### config.mk
export PLATFORM = sky130hd
export DESIGN_NAME = row_trapezoid_centroid
export DESIGN_NICKNAME = d
export VERILOG_FILES = /design/src/design/rtc_pkg.sv /design/src/design/rtc_front.sv /design/src/design/rtc_queue.sv /design/src/design/rtc_back.sv /design/src/design/row_trapezoid_centroid.sv
export SDC_FILE = /design/constraint.sdc
export NUM_CORES = 2
export LEC_CHECK = 0
export BUFFER_PORTS_ARGS = -buffer_cell sky130_fd_sc_hd__buf_2
export CAP_MARGIN = 25
export CORE_ASPECT_RATIO = 0.7
export CORE_UTILIZATION = 50
export CTS_CLUSTER_DIAMETER = 40
export DETAILED_ROUTE_END_ITERATION = 10
export PLACE_DENSITY = 0.66
export SYNTH_ARGS = -nofsm -noshare
export SYNTH_HDL_FRONTEND = slang
export SYNTH_SLANG_ARGS = --single-unit
export TNS_END_PERCENT = 30
### constraint.sdc
create_clock -name clk -period 18.05 [get_ports clk]
set_clock_uncertainty 0.05 [all_clocks]
set_input_delay 0.9025 -clock clk [delete_from_list [all_inputs] [get_ports clk]]
set_output_delay 0.9025 -clock clk [all_outputs]
set_load 0.01 [all_outputs]
### src/design/rtc_pkg.sv
// shared constants and types for the row trapezoid centroid block
package rtc_pkg;

  // fixed point and geometry
  localparam int FRAC_BITS = 4;
  localparam int SCALE     = 1 << FRAC_BITS;
  localparam int MAX_WIDTH = 2048;

  // field widths
  localparam int PIX_W  = 8;
  localparam int ROW_W  = 13;
  localparam int POS_W  = 16;
  localparam int IMGW_W = 12;
  localparam int IMGH_W = 13;

  // configuration port
  localparam int CFG_IDX_W  = 1;
  localparam int CFG_DATA_W = 13;
  localparam logic [CFG_IDX_W-1:0] CFG_IMAGE_WIDTH  = 1'b0;
  localparam logic [CFG_IDX_W-1:0] CFG_IMAGE_HEIGHT = 1'b1;
  localparam logic [IMGW_W-1:0] IMGW_RESET = 12'd2048;
  localparam logic [IMGH_W-1:0] IMGH_RESET = 13'd1024;

  // stream words
  localparam int IN_DATA_W  = 56;
  localparam int OUT_DATA_W = 16;

  // column counter and clamped positions
  localparam int COL_W  = 12;
  localparam logic [COL_W-1:0] COL_MAX = '1;
  localparam int IDX_W  = $clog2(MAX_WIDTH);
  localparam int CPOS_W = IDX_W + FRAC_BITS;

  // accumulators
  localparam int AREA_W = 32;
  localparam int MOM_W  = 48;

  // row job queue between accumulation and division
  localparam int Q_DEPTH = 4;
  localparam int Q_AW    = $clog2(Q_DEPTH);
  localparam int CNT_W   = $clog2(Q_DEPTH + 1);

  // divider
  localparam int DVS_W     = AREA_W + 1;
  localparam int DIV_CNT_W = $clog2(MOM_W);

  // one finished row, ready for the back end
  typedef struct packed {
    logic              fb;
    logic [POS_W-1:0]  val;
    logic [AREA_W-1:0] area;
    logic [MOM_W-1:0]  mom;
  } rtc_job_t;

endpackage

### src/design/rtc_front.sv
// front end: pixel intake, bound latching and pipelined trapezoid accumulation
module rtc_front import rtc_pkg::*; (
  input  logic               clk,
  input  logic               rst_n,
  input  logic [IMGW_W-1:0]  image_width,
  input  logic [IMGH_W-1:0]  image_height,
  input  logic               in_valid,
  output logic               in_ready,
  input  logic [PIX_W-1:0]   pixel,
  input  logic [ROW_W-1:0]   row_index,
  input  logic [POS_W-1:0]   left_bound,
  input  logic [POS_W-1:0]   right_bound,
  input  logic               last_pixel,
  input  logic               slot_free,
  output logic               push,
  output rtc_job_t           push_job
);

  localparam int SUM_W = PIX_W + FRAC_BITS + 1;
  localparam int A_W   = SUM_W + FRAC_BITS + 1;
  localparam int SF_W  = PIX_W + 1;
  localparam int ODD_W = COL_W + 1;
  localparam int FF_W  = SF_W + ODD_W;
  localparam int ML_W  = A_W + POS_W;
  localparam int MF_W  = FF_W + 3 * FRAC_BITS;
  localparam int TS_W  = SUM_W + 2;

  // fallback data that travels with the last word of a row
  typedef struct packed {
    logic             force_fb;
    logic [POS_W-1:0] fb_val;
    logic [POS_W-1:0] zmid;
  } rtc_fb_t;

  function automatic logic [CPOS_W-1:0] clamp_pos(input logic signed [POS_W-1:0] x,
                                                  input logic [CPOS_W-1:0] lim);
    logic signed [POS_W:0] xs;
    logic signed [POS_W:0] ls;
    xs = {x[POS_W-1], x};
    ls = $signed({{(POS_W + 1 - CPOS_W){1'b0}}, lim});
    if (xs < 0) begin
      clamp_pos = '0;
    end else if (xs > ls) begin
      clamp_pos = lim;
    end else begin
      clamp_pos = x[CPOS_W-1:0];
    end
  endfunction

  logic               acc;
  logic               first;
  logic [COL_W-1:0]   col_r, col_nxt;
  logic [PIX_W-1:0]   prev_r;
  logic [CNT_W-1:0]   credit_r, credit_nxt;

  // row setup values
  logic [COL_W-1:0]          ew;
  logic [IDX_W-1:0]          wm1;
  logic [CPOS_W-1:0]         lim;
  logic signed [POS_W-1:0]   lb, rb, lo_raw, hi_raw;
  logic [CPOS_W-1:0]         lo_c, hi_c;
  logic [IDX_W-1:0]          il_c, ir_c;
  logic [FRAC_BITS-1:0]      fl_c, fr_c;
  logic                      lok_c, rok_c, row_ok_c;
  logic [POS_W-1:0]          posl_c, posr_c;
  logic [POS_W:0]            rsum;
  logic [CPOS_W:0]           csum;
  rtc_fb_t                   fb_c, fb_row;

  // latched row values
  logic [IDX_W-1:0]     il_r, ir_r;
  logic [FRAC_BITS-1:0] fl_r, fr_r;
  logic                 lok_r, rok_r;
  logic [POS_W-1:0]     posl_r, posr_r;
  rtc_fb_t              fb_r;

  // interval terms
  logic [COL_W-1:0]          iv;
  logic                      hit_l, hit_f, hit_r;
  logic signed [PIX_W:0]     p0s, p1s;
  logic signed [FRAC_BITS:0] fls, frs;
  logic signed [TS_W-1:0]    sl_t, sr_t;

  // stage a
  logic                 a_v, a_first, a_last, a_hl, a_hf, a_hr;
  logic [SUM_W-1:0]     a_sl, a_sr;
  logic [SF_W-1:0]      a_sf;
  logic [ODD_W-1:0]     a_odd;
  logic [FRAC_BITS:0]   a_kl;
  logic [FRAC_BITS-1:0] a_fr;
  logic [POS_W-1:0]     a_posl, a_posr;
  rtc_fb_t              a_fb;

  // stage b
  logic              b_v, b_first, b_last, b_hl, b_hf, b_hr;
  logic [A_W-1:0]    b_al, b_ar;
  logic [FF_W-1:0]   b_ff;
  logic [SF_W-1:0]   b_sf;
  logic [POS_W-1:0]  b_posl, b_posr;
  rtc_fb_t           b_fb;

  // stage c
  logic             c_v, c_first, c_last;
  logic [A_W-1:0]   c_area_l, c_area_r, c_area_f;
  logic [ML_W-1:0]  c_mom_l, c_mom_r;
  logic [MF_W-1:0]  c_mom_f;
  rtc_fb_t          c_fb;

  // stage d
  logic              d_v, d_first, d_last;
  logic [AREA_W-1:0] d_area;
  logic [MOM_W-1:0]  d_mom;
  rtc_fb_t           d_fb;

  // accumulators
  logic [AREA_W-1:0] area_r, area_nxt;
  logic [MOM_W-1:0]  mom_r, mom_nxt;

  assign in_ready = (credit_r != '0);
  assign acc      = in_valid & in_ready;
  assign first    = (col_r == '0);

  // effective width and clamp limit
  always_comb begin
    if (image_width == '0) begin
      ew = COL_W'(1);
    end else if (image_width > COL_W'(MAX_WIDTH)) begin
      ew = COL_W'(MAX_WIDTH);
    end else begin
      ew = image_width;
    end
  end
  assign wm1 = IDX_W'(ew - 1'b1);
  assign lim = {wm1, {FRAC_BITS{1'b0}}};

  // order and clamp the incoming bounds
  assign lb     = $signed(left_bound);
  assign rb     = $signed(right_bound);
  assign lo_raw = (lb > rb) ? rb : lb;
  assign hi_raw = (lb > rb) ? lb : rb;
  assign lo_c   = clamp_pos(lo_raw, lim);
  assign hi_c   = clamp_pos(hi_raw, lim);
  assign il_c   = lo_c[CPOS_W-1:FRAC_BITS];
  assign fl_c   = lo_c[FRAC_BITS-1:0];
  assign ir_c   = hi_c[CPOS_W-1:FRAC_BITS];
  assign fr_c   = hi_c[FRAC_BITS-1:0];
  assign lok_c  = (il_c < wm1);
  assign rok_c  = (ir_c < wm1);
  assign posl_c = POS_W'(lo_c) + POS_W'({({1'b0, il_c} + 1'b1), {FRAC_BITS{1'b0}}});
  assign posr_c = POS_W'({ir_c, {FRAC_BITS{1'b0}}}) + POS_W'(hi_c);

  // fallback values of the row
  assign row_ok_c = !row_index[ROW_W-1] &&
                    ({1'b0, row_index[ROW_W-2:0]} < image_height);
  assign rsum     = {lb[POS_W-1], lb} + {rb[POS_W-1], rb};
  assign csum     = {1'b0, lo_c} + {1'b0, hi_c};
  always_comb begin
    fb_c.force_fb = !row_ok_c || (lo_c == hi_c);
    fb_c.fb_val   = row_ok_c ? POS_W'(lo_c) : rsum[POS_W:1];
    fb_c.zmid     = POS_W'(csum[CPOS_W:1]);
  end
  assign fb_row = first ? fb_c : fb_r;

  // which terms this interval contributes
  assign iv    = col_r - 1'b1;
  assign hit_l = !first && (iv == COL_W'(il_r)) && lok_r;
  assign hit_f = !first && (iv > COL_W'(il_r)) && (iv < COL_W'(ir_r));
  assign hit_r = !first && (iv == COL_W'(ir_r)) && rok_r;

  // partial trapezoid heights
  assign p0s  = $signed({1'b0, prev_r});
  assign p1s  = $signed({1'b0, pixel});
  assign fls  = $signed({1'b0, fl_r});
  assign frs  = $signed({1'b0, fr_r});
  assign sl_t = ((p0s + p1s) <<< FRAC_BITS) + (p1s - p0s) * fls;
  assign sr_t = (p0s <<< (FRAC_BITS + 1)) + (p1s - p0s) * frs;

  // credit for queue slots, one per row end in flight
  always_comb begin
    credit_nxt = credit_r;
    if ((acc && last_pixel) && !slot_free) begin
      credit_nxt = credit_r - 1'b1;
    end else if (!(acc && last_pixel) && slot_free) begin
      credit_nxt = credit_r + 1'b1;
    end
  end

  // column counter
  always_comb begin
    col_nxt = col_r;
    if (acc) begin
      if (last_pixel) begin
        col_nxt = '0;
      end else if (col_r != COL_MAX) begin
        col_nxt = col_r + 1'b1;
      end
    end
  end

  // control state
  always_ff @(posedge clk) begin
    if (!rst_n) begin
      credit_r <= CNT_W'(Q_DEPTH);
      col_r    <= '0;
      a_v      <= 1'b0;
      b_v      <= 1'b0;
      c_v      <= 1'b0;
      d_v      <= 1'b0;
    end else begin
      credit_r <= credit_nxt;
      col_r    <= col_nxt;
      a_v      <= acc;
      b_v      <= a_v;
      c_v      <= b_v;
      d_v      <= c_v;
    end
  end

  // row latch and previous pixel
  always_ff @(posedge clk) begin
    if (acc) begin
      prev_r <= pixel;
      if (first) begin
        il_r   <= il_c;
        fl_r   <= fl_c;
        ir_r   <= ir_c;
        fr_r   <= fr_c;
        lok_r  <= lok_c;
        rok_r  <= rok_c;
        posl_r <= posl_c;
        posr_r <= posr_c;
        fb_r   <= fb_c;
      end
    end
  end

  // stage a: heights and hit flags
  always_ff @(posedge clk) begin
    a_first <= first;
    a_last  <= last_pixel;
    a_hl    <= hit_l;
    a_hf    <= hit_f;
    a_hr    <= hit_r;
    a_sl    <= sl_t[SUM_W-1:0];
    a_sr    <= sr_t[SUM_W-1:0];
    a_sf    <= {1'b0, prev_r} + {1'b0, pixel};
    a_odd   <= {iv, 1'b1};
    a_kl    <= (FRAC_BITS + 1)'(SCALE) - {1'b0, fl_r};
    a_fr    <= fr_r;
    a_posl  <= posl_r;
    a_posr  <= posr_r;
    a_fb    <= fb_row;
  end

  // stage b: areas of the partial terms, full-term weight
  always_ff @(posedge clk) begin
    b_first <= a_first;
    b_last  <= a_last;
    b_hl    <= a_hl;
    b_hf    <= a_hf;
    b_hr    <= a_hr;
    b_al    <= A_W'(a_sl) * A_W'(a_kl);
    b_ar    <= A_W'(a_sr) * A_W'(a_fr);
    b_ff    <= FF_W'(a_sf) * FF_W'(a_odd);
    b_sf    <= a_sf;
    b_posl  <= a_posl;
    b_posr  <= a_posr;
    b_fb    <= a_fb;
  end

  // stage c: moments and areas, gated by hit
  always_ff @(posedge clk) begin
    c_first  <= b_first;
    c_last   <= b_last;
    c_area_l <= b_hl ? b_al : '0;
    c_area_r <= b_hr ? b_ar : '0;
    c_area_f <= b_hf ? (A_W'(b_sf) << (2 * FRAC_BITS)) : '0;
    c_mom_l  <= b_hl ? (ML_W'(b_al) * ML_W'(b_posl)) : '0;
    c_mom_r  <= b_hr ? (ML_W'(b_ar) * ML_W'(b_posr)) : '0;
    c_mom_f  <= b_hf ? (MF_W'(b_ff) << (3 * FRAC_BITS)) : '0;
    c_fb     <= b_fb;
  end

  // stage d: sum of the interval terms
  always_ff @(posedge clk) begin
    d_first <= c_first;
    d_last  <= c_last;
    d_area  <= AREA_W'(c_area_l) + AREA_W'(c_area_r) + AREA_W'(c_area_f);
    d_mom   <= MOM_W'(c_mom_l) + MOM_W'(c_mom_r) + MOM_W'(c_mom_f);
    d_fb    <= c_fb;
  end

  // accumulate, first word of a row restarts the sums
  assign area_nxt = (d_first ? '0 : area_r) + d_area;
  assign mom_nxt  = (d_first ? '0 : mom_r) + d_mom;

  always_ff @(posedge clk) begin
    if (d_v) begin
      area_r <= area_nxt;
      mom_r  <= mom_nxt;
    end
  end

  // hand the finished row to the queue
  assign push = d_v && d_last;
  always_comb begin
    push_job.fb   = d_fb.force_fb || (area_nxt == '0);
    push_job.val  = d_fb.force_fb ? d_fb.fb_val : d_fb.zmid;
    push_job.area = area_nxt;
    push_job.mom  = mom_nxt;
  end

endmodule

### src/design/rtc_queue.sv
// small fifo of finished rows between the accumulator and the divider
module rtc_queue import rtc_pkg::*; (
  input  logic     clk,
  input  logic     rst_n,
  input  logic     push,
  input  rtc_job_t push_job,
  input  logic     pop,
  output logic     empty,
  output rtc_job_t head
);

  rtc_job_t         ent_r [Q_DEPTH];
  logic [Q_AW-1:0]  wr_ptr_r, rd_ptr_r;
  logic [CNT_W-1:0] cnt_r;
  logic             do_pop;

  assign empty  = (cnt_r == '0);
  assign do_pop = pop && !empty;
  assign head   = ent_r[rd_ptr_r];

  // pointers and fill count
  always_ff @(posedge clk) begin
    if (!rst_n) begin
      wr_ptr_r <= '0;
      rd_ptr_r <= '0;
      cnt_r    <= '0;
    end else begin
      if (push) begin
        wr_ptr_r <= wr_ptr_r + 1'b1;
      end
      if (do_pop) begin
        rd_ptr_r <= rd_ptr_r + 1'b1;
      end
      if (push && !do_pop) begin
        cnt_r <= cnt_r + 1'b1;
      end else if (!push && do_pop) begin
        cnt_r <= cnt_r - 1'b1;
      end
    end
  end

  // entry storage
  always_ff @(posedge clk) begin
    if (push) begin
      ent_r[wr_ptr_r] <= push_job;
    end
  end

endmodule

### src/design/rtc_back.sv
// back end: radix-2 restoring divider and output register
module rtc_back import rtc_pkg::*; (
  input  logic                  clk,
  input  logic                  rst_n,
  input  logic                  q_empty,
  input  rtc_job_t              q_head,
  output logic                  q_pop,
  output logic                  out_valid,
  input  logic                  out_ready,
  output logic [POS_W-1:0]      out_centroid,
  output logic                  out_used
);

  typedef enum logic [2:0] {
    ST_IDLE = 3'b001,
    ST_DIV  = 3'b010,
    ST_HOLD = 3'b100
  } st_t;

  st_t                  st_r, st_nxt;
  logic [DVS_W-1:0]     rem_r, rem_nxt;
  logic [DVS_W-1:0]     dvs_r, dvs_nxt;
  logic [MOM_W-1:0]     quo_r, quo_nxt;
  logic [DIV_CNT_W-1:0] cnt_r, cnt_nxt;
  logic [POS_W-1:0]     res_r, res_nxt;
  logic                 used_r, used_nxt;
  logic [DVS_W:0]       shifted;
  logic [DVS_W:0]       diff;
  logic                 ge;
  logic                 load_out;
  logic                 out_valid_r;
  logic [POS_W-1:0]     out_centroid_r;
  logic                 out_used_r;

  assign q_pop    = (st_r == ST_IDLE) && !q_empty;
  assign load_out = (st_r == ST_HOLD) && (!out_valid_r || out_ready);

  // one quotient bit per cycle while in ST_DIV
  assign shifted = {rem_r, quo_r[MOM_W-1]};
  assign diff    = shifted - {1'b0, dvs_r};
  assign ge      = (shifted >= {1'b0, dvs_r});

  // sequencer
  always_comb begin
    st_nxt   = st_r;
    rem_nxt  = rem_r;
    dvs_nxt  = dvs_r;
    quo_nxt  = quo_r;
    cnt_nxt  = cnt_r;
    res_nxt  = res_r;
    used_nxt = used_r;
    unique case (st_r)
      ST_IDLE: begin
        if (!q_empty) begin
          if (q_head.fb) begin
            res_nxt  = q_head.val;
            used_nxt = 1'b1;
            st_nxt   = ST_HOLD;
          end else begin
            rem_nxt = '0;
            dvs_nxt = {q_head.area, 1'b0};
            quo_nxt = q_head.mom;
            cnt_nxt = '0;
            st_nxt  = ST_DIV;
          end
        end
      end
      ST_DIV: begin
        rem_nxt = ge ? diff[DVS_W-1:0] : shifted[DVS_W-1:0];
        quo_nxt = {quo_r[MOM_W-2:0], ge};
        cnt_nxt = cnt_r + 1'b1;
        if (cnt_r == DIV_CNT_W'(MOM_W - 1)) begin
          res_nxt  = quo_nxt[POS_W-1:0];
          used_nxt = 1'b0;
          st_nxt   = ST_HOLD;
        end
      end
      ST_HOLD: begin
        if (load_out) begin
          st_nxt = ST_IDLE;
        end
      end
      default: begin
        st_nxt = ST_IDLE;
      end
    endcase
  end

  // control state
  always_ff @(posedge clk) begin
    if (!rst_n) begin
      st_r        <= ST_IDLE;
      out_valid_r <= 1'b0;
    end else begin
      st_r <= st_nxt;
      if (load_out) begin
        out_valid_r <= 1'b1;
      end else if (out_ready) begin
        out_valid_r <= 1'b0;
      end
    end
  end

  // datapath
  always_ff @(posedge clk) begin
    rem_r  <= rem_nxt;
    dvs_r  <= dvs_nxt;
    quo_r  <= quo_nxt;
    cnt_r  <= cnt_nxt;
    res_r  <= res_nxt;
    used_r <= used_nxt;
    if (load_out) begin
      out_centroid_r <= res_r;
      out_used_r     <= used_r;
    end
  end

  assign out_valid    = out_valid_r;
  assign out_centroid = out_centroid_r;
  assign out_used     = out_used_r;

endmodule

### src/design/row_trapezoid_centroid.sv
// top level of the row trapezoid centroid block
//
// Pixels of one image row stream in on the in_ channel, one word per pixel in
// column order; in_tlast marks the row's last pixel. Row number and the left
// and right subpixel bounds are taken from the row's first word. For every
// row one word leaves on the out_ channel: the centroid column (4 fractional
// bits) in out_tdata and the midpoint-fallback flag in out_tuser.
// The accumulator takes one pixel per cycle while in_tready is high. A row end
// runs through accumulation pipeline stages a, b, c and d into a four-entry row
// queue; the divider then takes an integrated row from the queue, shifts out 48
// quotient bits at one per cycle and hands the result to the output register,
// and hands a fallback row on without dividing. The divider sets the sustained
// pixel rate: while it keeps up with the row ends, one pixel per cycle is taken;
// when it falls behind, the queue fills. in_tready drops only while four row
// ends are waiting for the divider. A stalled receiver holds the output word;
// the divider finishes its row and waits, and the queue keeps taking rows
// behind it. Synchronous reset clears the pipeline, the queue and the output,
// and sets image_width to 2048 and image_height to 1024.
module row_trapezoid_centroid import rtc_pkg::*; (
  input  logic                   clk,
  input  logic                   rst_n,
  input  logic                   in_tvalid,
  output logic                   in_tready,
  // pixel [7:0], row_index [20:8], left_bound [36:21], right_bound [52:37], zero pad
  input  logic [IN_DATA_W-1:0]   in_tdata,
  input  logic                   in_tlast,
  output logic                   out_tvalid,
  input  logic                   out_tready,
  // centroid [15:0]
  output logic [OUT_DATA_W-1:0]  out_tdata,
  // used_midpoint [0]
  output logic                   out_tuser,
  input  logic                   cfg_we,
  input  logic [CFG_IDX_W-1:0]   cfg_index,
  input  logic [CFG_DATA_W-1:0]  cfg_wdata
);

  logic [IMGW_W-1:0] width_r;
  logic [IMGH_W-1:0] height_r;
  logic              push;
  rtc_job_t          push_job;
  logic              q_pop;
  logic              q_empty;
  rtc_job_t          q_head;

  // configuration registers
  always_ff @(posedge clk) begin
    if (!rst_n) begin
      width_r  <= IMGW_RESET;
      height_r <= IMGH_RESET;
    end else if (cfg_we) begin
      unique case (cfg_index)
        CFG_IMAGE_WIDTH:  width_r  <= cfg_wdata[IMGW_W-1:0];
        CFG_IMAGE_HEIGHT: height_r <= cfg_wdata[IMGH_W-1:0];
        default: begin
          width_r <= width_r;
        end
      endcase
    end
  end

  // accumulation front end
  rtc_front u_front (
    .clk          (clk),
    .rst_n        (rst_n),
    .image_width  (width_r),
    .image_height (height_r),
    .in_valid     (in_tvalid),
    .in_ready     (in_tready),
    .pixel        (in_tdata[7:0]),
    .row_index    (in_tdata[20:8]),
    .left_bound   (in_tdata[36:21]),
    .right_bound  (in_tdata[52:37]),
    .last_pixel   (in_tlast),
    .slot_free    (q_pop),
    .push         (push),
    .push_job     (push_job)
  );

  // finished rows waiting for the divider
  rtc_queue u_queue (
    .clk      (clk),
    .rst_n    (rst_n),
    .push     (push),
    .push_job (push_job),
    .pop      (q_pop),
    .empty    (q_empty),
    .head     (q_head)
  );

  // divider and output register
  rtc_back u_back (
    .clk          (clk),
    .rst_n        (rst_n),
    .q_empty      (q_empty),
    .q_head       (q_head),
    .q_pop        (q_pop),
    .out_valid    (out_tvalid),
    .out_ready    (out_tready),
    .out_centroid (out_tdata),
    .out_used     (out_tuser)
  );

endmodule

Yosys cells after proc, flatten, opt, wreduce, memory -nomap -nowiden
Memory sizes are Yosys's and may differ from the RTL's. A register that Yosys moved wholly into a read port is not among the register bits.
Cells that the tools add are included.
{"block": "word_totals", "register_bits": 939, "output_inout_bits": 19, "ramBits": 388, "input_bits": 76, "n_memories": 1, "wordCells": 242}
{"memory": "u_queue.ent_r", "words": 4, "width": 97, "read_ports": 1, "rd_clocked_by_memory_dff": 1, "write_ports": 1, "line": "rtc_queue.sv:12", "text": "rtc_job_t ent_r [Q_DEPTH];"}
{"block": "classes", "reduce_logical": 46, "addsub": 28, "muxes": 48, "n_mul": 7, "eq_ne": 13, "bitwise": 4, "order_cmp": 12}
{"operator": "2-to-1 mux 48 bit", "n": 3}
{"operator": "2-to-1 mux 33 bit", "n": 4}
{"operator": "2-to-1 mux 16 bit", "n": 7}
{"operator": "case mux 48 bit (2 select lines)", "n": 1}
{"operator": "case mux 33 bit (2 select lines)", "n": 1}
{"operator": "2-to-1 mux 15 bit", "n": 4}
{"operator": "adder 48 x 34 -> 48 bit", "n": 1}
{"operator": "adder 48 bit", "n": 1}
{"operator": "greater-than comparator 16 bit", "n": 3}
{"operator": "adder 34 x 34 -> 35 bit", "n": 1}
{"operator": ">= comparator 34 x 33 -> 1 bit", "n": 1}
{"operator": "multiplier 18 x 16 -> 34 bit", "n": 1}
{"operator": "multiplier 17 x 16 -> 33 bit", "n": 1}
{"operator": "subtractor 33 bit", "n": 1}
{"operator": "adder 15 x 15 -> 16 bit", "n": 2}
{"operator": "adder 32 x 17 -> 32 bit", "n": 1}
{"operator": "adder 32 bit", "n": 1}
{"operator": "logical NOT 32 bit", "n": 1}
{"operator": "< comparator 16 x 1 -> 1 bit (second input constant)", "n": 2}
{"operator": "2-to-1 mux 32 bit", "n": 1}
{"operator": "case mux 16 bit (2 select lines)", "n": 1}
{"operator": "multiplier 15 x 5 -> 13 bit", "n": 2}
{"operator": "adder 13 bit", "n": 2}
{"operator": "== test 12 x 11 -> 1 bit", "n": 2}
{"operator": "other kinds (51)", "n": 113}

Logic depth before layout (Yosys ltp)
{"block": "logic_depth", "word_depth": 10, "ltp_mapped": 45, "depth_no_buf": 38}

Hierarchy
From an unflattened synthesis, not the netlist that was laid out.
{"block": "hier_totals", "hier_cells": 7157, "area_unflattened_um2": 79996.7}
{"module": "rtc_front", "cells_per_inst": 5782, "n_inst": 1, "seq_area_each_um2": 15464.8, "area_per_inst_um2": 56661.8}
{"module": "rtc_queue", "cells_per_inst": 549, "n_inst": 1, "seq_area_each_um2": 11831.3, "area_per_inst_um2": 14431.3}
{"module": "rtc_back", "cells_per_inst": 727, "n_inst": 1, "seq_area_each_um2": 4674.5, "area_per_inst_um2": 7923.8}
{"module": "row_trapezoid_centroid", "cells_per_inst": 99, "n_inst": 1, "seq_area_each_um2": 500.5, "area_per_inst_um2": 979.7}

Worst setup path after synthesis
No wires, ideal clock.
{"block": "synth_path", "path_type": "input port to flip-flop", "start": "input port in_tdata[52]", "end": "register u_front.fb_r[14] in the netlist's numbering (data pin)", "t_arrival_ns": 8.996, "cell_stages": 44, "n_path_buf": 7, "setup_time_ns": 0.274, "t_required_ns": 17.726, "setup_slack_ns": 8.730, "cell_sequence": "clkbuf_1 -> inv_1 -> ha_1 -> nand4_2 -> nor3_1 -> a32o_1 -> o31ai_2 -> buf_2 -> buf_2 -> buf_2 -> buf_2 -> buf_1 -> mux2_2 -> ha_1 -> nor2b_1 -> o21a_1 -> o21a_1 -> o21a_1 -> [... 8 more ...] -> nand2b_1 -> nor2_1 -> ha_1 -> a21o_1 -> a21oi_1 -> o21bai_1 -> a21oi_1 -> o21bai_1 -> a21oi_1 -> o21bai_1 -> a21oi_1 -> o21bai_1 -> a21oi_1 -> o21bai_1 -> a21oi_1 -> o21bai_1 -> a21oi_1 -> o21ai_0"}
{"item": "start, declared", "line": "row_trapezoid_centroid.sv:25", "text": "input logic [IN_DATA_W-1:0] in_tdata,"}
{"item": "end signal, assigned", "line": "rtc_front.sv:232", "text": "fb_r <= fb_c;"}
{"item": "end, declared", "line": "rtc_front.sv:75", "text": "rtc_fb_t fb_r;"}

==> summary.md <==
| Metric | Value |
|---|---|
| Initial antenna violation count | `20` |
| Biggest area contributors in the synthesized netlist | `sky130_fd_sc_hd__edfxtp_1, sky130_fd_sc_hd__fa_1, sky130_fd_sc_hd__dfxtp_1, sky130_fd_sc_hd__ha_1, sky130_fd_sc_hd__inv_1` |
| Ys flop type | `sky130_fd_sc_hd__edfxtp_1` |
| Routability congestion estimate from global placement | `0.882` |
| Top-area cell type share of the netlist area | `between 20% and 30%` |
| Max Slew Vio Count | `0` |
| Total gr overflow | `0` |
| Drt via density | `5.38` |
| Net total in the final layout | `8777` |
| Via Count | `51886` |
| Crit path time final | `roughly 10000 ps` |
| Sequential element share of the synthesized area | `40.5%` |
| Crit path buffers/inverters | `3` |
| Number of instances in the synthesized netlist | `approximately 7300` |
| Most used standard cells in the synthesized netlist | `sky130_fd_sc_hd__inv_1, sky130_fd_sc_hd__nand2_1, sky130_fd_sc_hd__edfxtp_1` |
| Endpoint class of the critical path | `flip-flop` |
| Routed wirelength normalized by instance count | `between 15 and 20 µm` |
| Detailed-route wire length | `186000 µm` |
| Maximum number of pins on one net before global-route repair | `71` |
| Worst reg2reg endpoint | `u_front.fb_r[14]` |
| Most frequent cell after synthesis | `sky130_fd_sc_hd__inv_1` |
| Synthesis-to-finish area growth | `10.3%` |
| Number of synthesized register bits | `1271` |
| GRT Util Overall | `23.8%` |
| Layout cell share with drive strength beyond 1 | `7.85%` |
| Final worst path period share | `around 54%` |
| Number of endpoints with negative hold slack in the final report | `0` |
| Vertical die dimension | `roughly 340 µm` |
| R2R Setup Slk | `approximately 8400 ps` |
| Top achievable clock speed | `103 MHz` |
| MaxCap Viol Count | `0` |
| Worst Hold Path Cells | `1` |
| Core Footprint | `between 0.15 and 0.2 mm²` |
| Number of global-route vias before repair | `52917` |
| Number of cells traversed by the worst register-to-register path | `36` |
| Number of DRC markers after the initial detailed-route iteration | `3832` |
| First-pass iteration count of the detailed router | `5` |
| Reg-to-reg startpoint | `width_r[6]` |
| Placed insts | `9362` |
| Category of the critical setup timing path | `in -> reg` |
| Total standard cell area after synthesis | `0.0802 mm²` |
| Top cell by count, worst path | `sky130_fd_sc_hd__a21oi_1` |
| Number of buffers on the longest clock path | `3` |
| TritonCTS Buffers | `148` |
| Tightest Pin Transition | `1090 ps` |
| Detailed Place HPWL | `140000 µm` |
| DRC violations left | `0` |
| Clk_lat worst skew | `810 ps` |
| Number of standard-cell rows in the floorplan | `roughly 120` |
| # clock sinks | `1271` |
| CTS tree | `built` |
| Status | `complete, no violations` |
| Port-buffer cells | `91` |
| Top delay family on crit path | `compound AO/OA/AOI/OAI gates` |
| Number of warnings issued by yosys | `0` |
| Width of the die | `around 480 µm` |
| Number of failing setup endpoints in the final timing report | `0` |
| Startpoint kind of the worst setup timing path | `input port` |
| Startpoint of the lowest-slack hold path | `in_tlast` |
| Proportion of register bits with asynchronous set or reset after synthesis | `0%` |
| Filler Cell Count | `13283` |
| Final core occ | `a little under three fifths` |
| Post_cts resized | `0` |
| Worst slew margin relative to its limit | `a little over a quarter` |
| Type of the worst min-delay path | `in -> reg` |
| Setup repair after global routing missed its margin | `no` |
| First-pass GRT wire length | `298000 µm` |
| Full die area | `around 0.16 mm²` |
| Io pins | `95` |
| Effective utilization at floorplan | `50.6%` |
| Clock-pin slew on the worst setup and hold paths | `roughly 60 ps` |
| Net count of the mapped netlist | `8690` |
| Count of antenna-violating nets left after detailed routing | `0` |
| Data arrival, critical path | `10210 ps` |
| Slowest stage cell, crit path | `sky130_fd_sc_hd__o31ai_4` |
| Setup Fix Bufs, Post-CTS | `0` |
| Level count of the clock H-tree | `4` |
| Delay contributed by the slowest stage of the critical path | `790 ps` |
| Post-Synthesis Mean Instance Area | `11.0 µm²` |
| Non-filler instance count after layout | `9647` |
| Root buffer cell | `sky130_fd_sc_hd__clkbuf_16` |
| Distinct cells, synth | `slightly above 80` |
| Aggregate negative setup slack | `0 ps` |
| Hold EP | `u_front.a_last` |
| Max Fanout on Critical Path | `45` |
| CTS hold repair buffers | `0` |
| Largest area contributor in the netlist | `sky130_fd_sc_hd__edfxtp_1` |
| Number of flops mapped to enable cells by yosys | `704` |
| Required time at the endpoint of the critical path | `18520 ps` |
## stage by stage
step	hold slack (ps)	worst slack (ps)	instance area, µm²
floorplan	260	8730	80200
global placement	261	7590	83000
detailed placement	262	7670	83100
CTS	151	8490	88500
global route	165	7610	88500
finish	209	8310	88500
## routing by layer
metal	vias to the layer above	routed length, µm	track usage, %
met5	-	25	0
met4	4	4490	6.40
met3	243	13000	4.69
met2	1398	79100	35.4
met1	25717	89600	35.3
li1	24524	-	-
## worst register-to-register path, delay by kind of cell (launching register included)
family          cells  cell delay [ps]
compound gates     25             4910
simple gates        7             2370
fa+ha+maj           3             1340
buf+inv             1              370
flops               1              360
## registers in the layout (all words and copies together) (netlist names), 18 cells and up, named ones only
| name | count |
|---|---|
| u_queue.ent_r | 388 |
| u_back.quo_r | 48 |
| u_front.mom_r | 48 |
| u_front.d_mom | 36 |
| u_front.c_mom_l | 34 |
| u_back.rem_r | 33 |
| u_front.a_fb | 33 |
| u_front.b_fb | 33 |
| u_front.c_fb | 33 |
| u_front.c_mom_r | 33 |
| u_front.d_fb | 33 |
| u_front.fb_r | 33 |
| u_back.dvs_r | 32 |
| u_front.area_r | 32 |
| u_front.b_ff | 22 |
| u_front.c_mom_f | 22 |
| u_front.d_area | 20 |
| u_front.b_al | 18 |
| u_front.c_area_l | 18 |
## cells by family (layout without fill, tap and decap cells)
| group | count (synthesis) | count (layout) | synth area share [%] |
|---|---|---|---|
| simple gates | 2099 | 2099 | 12.9 |
| xor+xnor | 358 | 358 | 3.91 |
| flops | 1271 | 1271 | 40.5 |
| mux | 177 | 177 | 3.78 |
| buf+inv | 1188 | 1403 | 5.57 |
| compound gates | 926 | 926 | 7.39 |
| fa+ha+maj | 1298 | 1298 | 25.9 |
| other cells | 0 | 7 | 0 |
## area by class of cell
type | instances | area (µm²) | area share (%)
multi-input combinational | 4858 | 43300 | 49.0
inverter | 971 | 3650 | 4.12
clock inverter | 100 | 1380 | 1.56
tap | 2108 | 2640 | 2.98
clock buffer | 178 | 3960 | 4.48
timing repair buffer | 154 | 985 | 1.11
sequential | 1271 | 32500 | 36.7
antenna | 7 | 17.5 | 0.0198
## placed cells by master (no fill, tap or decap), types with 15 or more instances in the layout
cell type	n
sky130_fd_sc_hd__a21boi_0	46
sky130_fd_sc_hd__o21bai_1	88
sky130_fd_sc_hd__mux4_2	98
sky130_fd_sc_hd__nor3_1	56
sky130_fd_sc_hd__mux2i_1	52
sky130_fd_sc_hd__a211oi_1	34
sky130_fd_sc_hd__nor2_1	284
sky130_fd_sc_hd__o21ai_0	178
sky130_fd_sc_hd__edfxtp_1	704
sky130_fd_sc_hd__xnor2_1	260
sky130_fd_sc_hd__a31oi_1	26
sky130_fd_sc_hd__o31ai_1	18
sky130_fd_sc_hd__and3_1	31
sky130_fd_sc_hd__a21o_1	92
sky130_fd_sc_hd__buf_2	91
sky130_fd_sc_hd__or2_2	15
sky130_fd_sc_hd__inv_1	969
sky130_fd_sc_hd__nand2b_1	58
sky130_fd_sc_hd__nand4_1	35
sky130_fd_sc_hd__xor2_1	98
sky130_fd_sc_hd__o21a_1	40
sky130_fd_sc_hd__mux2_2	26
sky130_fd_sc_hd__dfxtp_1	562
sky130_fd_sc_hd__and2_1	536
sky130_fd_sc_hd__a21oi_1	290
sky130_fd_sc_hd__clkinv_2	17
sky130_fd_sc_hd__clkbuf_16	152
sky130_fd_sc_hd__ha_1	687
sky130_fd_sc_hd__nor2b_1	123
sky130_fd_sc_hd__clkbuf_1	20
sky130_fd_sc_hd__nand2_1	801
sky130_fd_sc_hd__buf_4	59
sky130_fd_sc_hd__nor4_1	24
sky130_fd_sc_hd__nand3_1	61
sky130_fd_sc_hd__or3_1	30
sky130_fd_sc_hd__fa_1	610
## how the worst max path moves through the flow
| stage | from | cells past startpoint | to |
|---|---|---|---|
| 2_1_floorplan | in_tdata[52] | 44 | u_front.fb_r[14] |
| 3_3_place_gp | in_tdata[48] | 37 | u_front.fb_r[14] |
| 3_5_place_dp | in_tdata[48] | 37 | u_front.fb_r[14] |
| 4_1_cts | in_tdata[48] | 37 | u_front.fb_r[14] |
| 5_1_grt | in_tdata[48] | 37 | u_front.fb_r[14] |
| 6_report | in_tdata[48] | 37 | u_front.fb_r[14] |
Power is not shown: default switching activity piles up to over one toggle a cycle in this logic, so the estimate is an artifact.
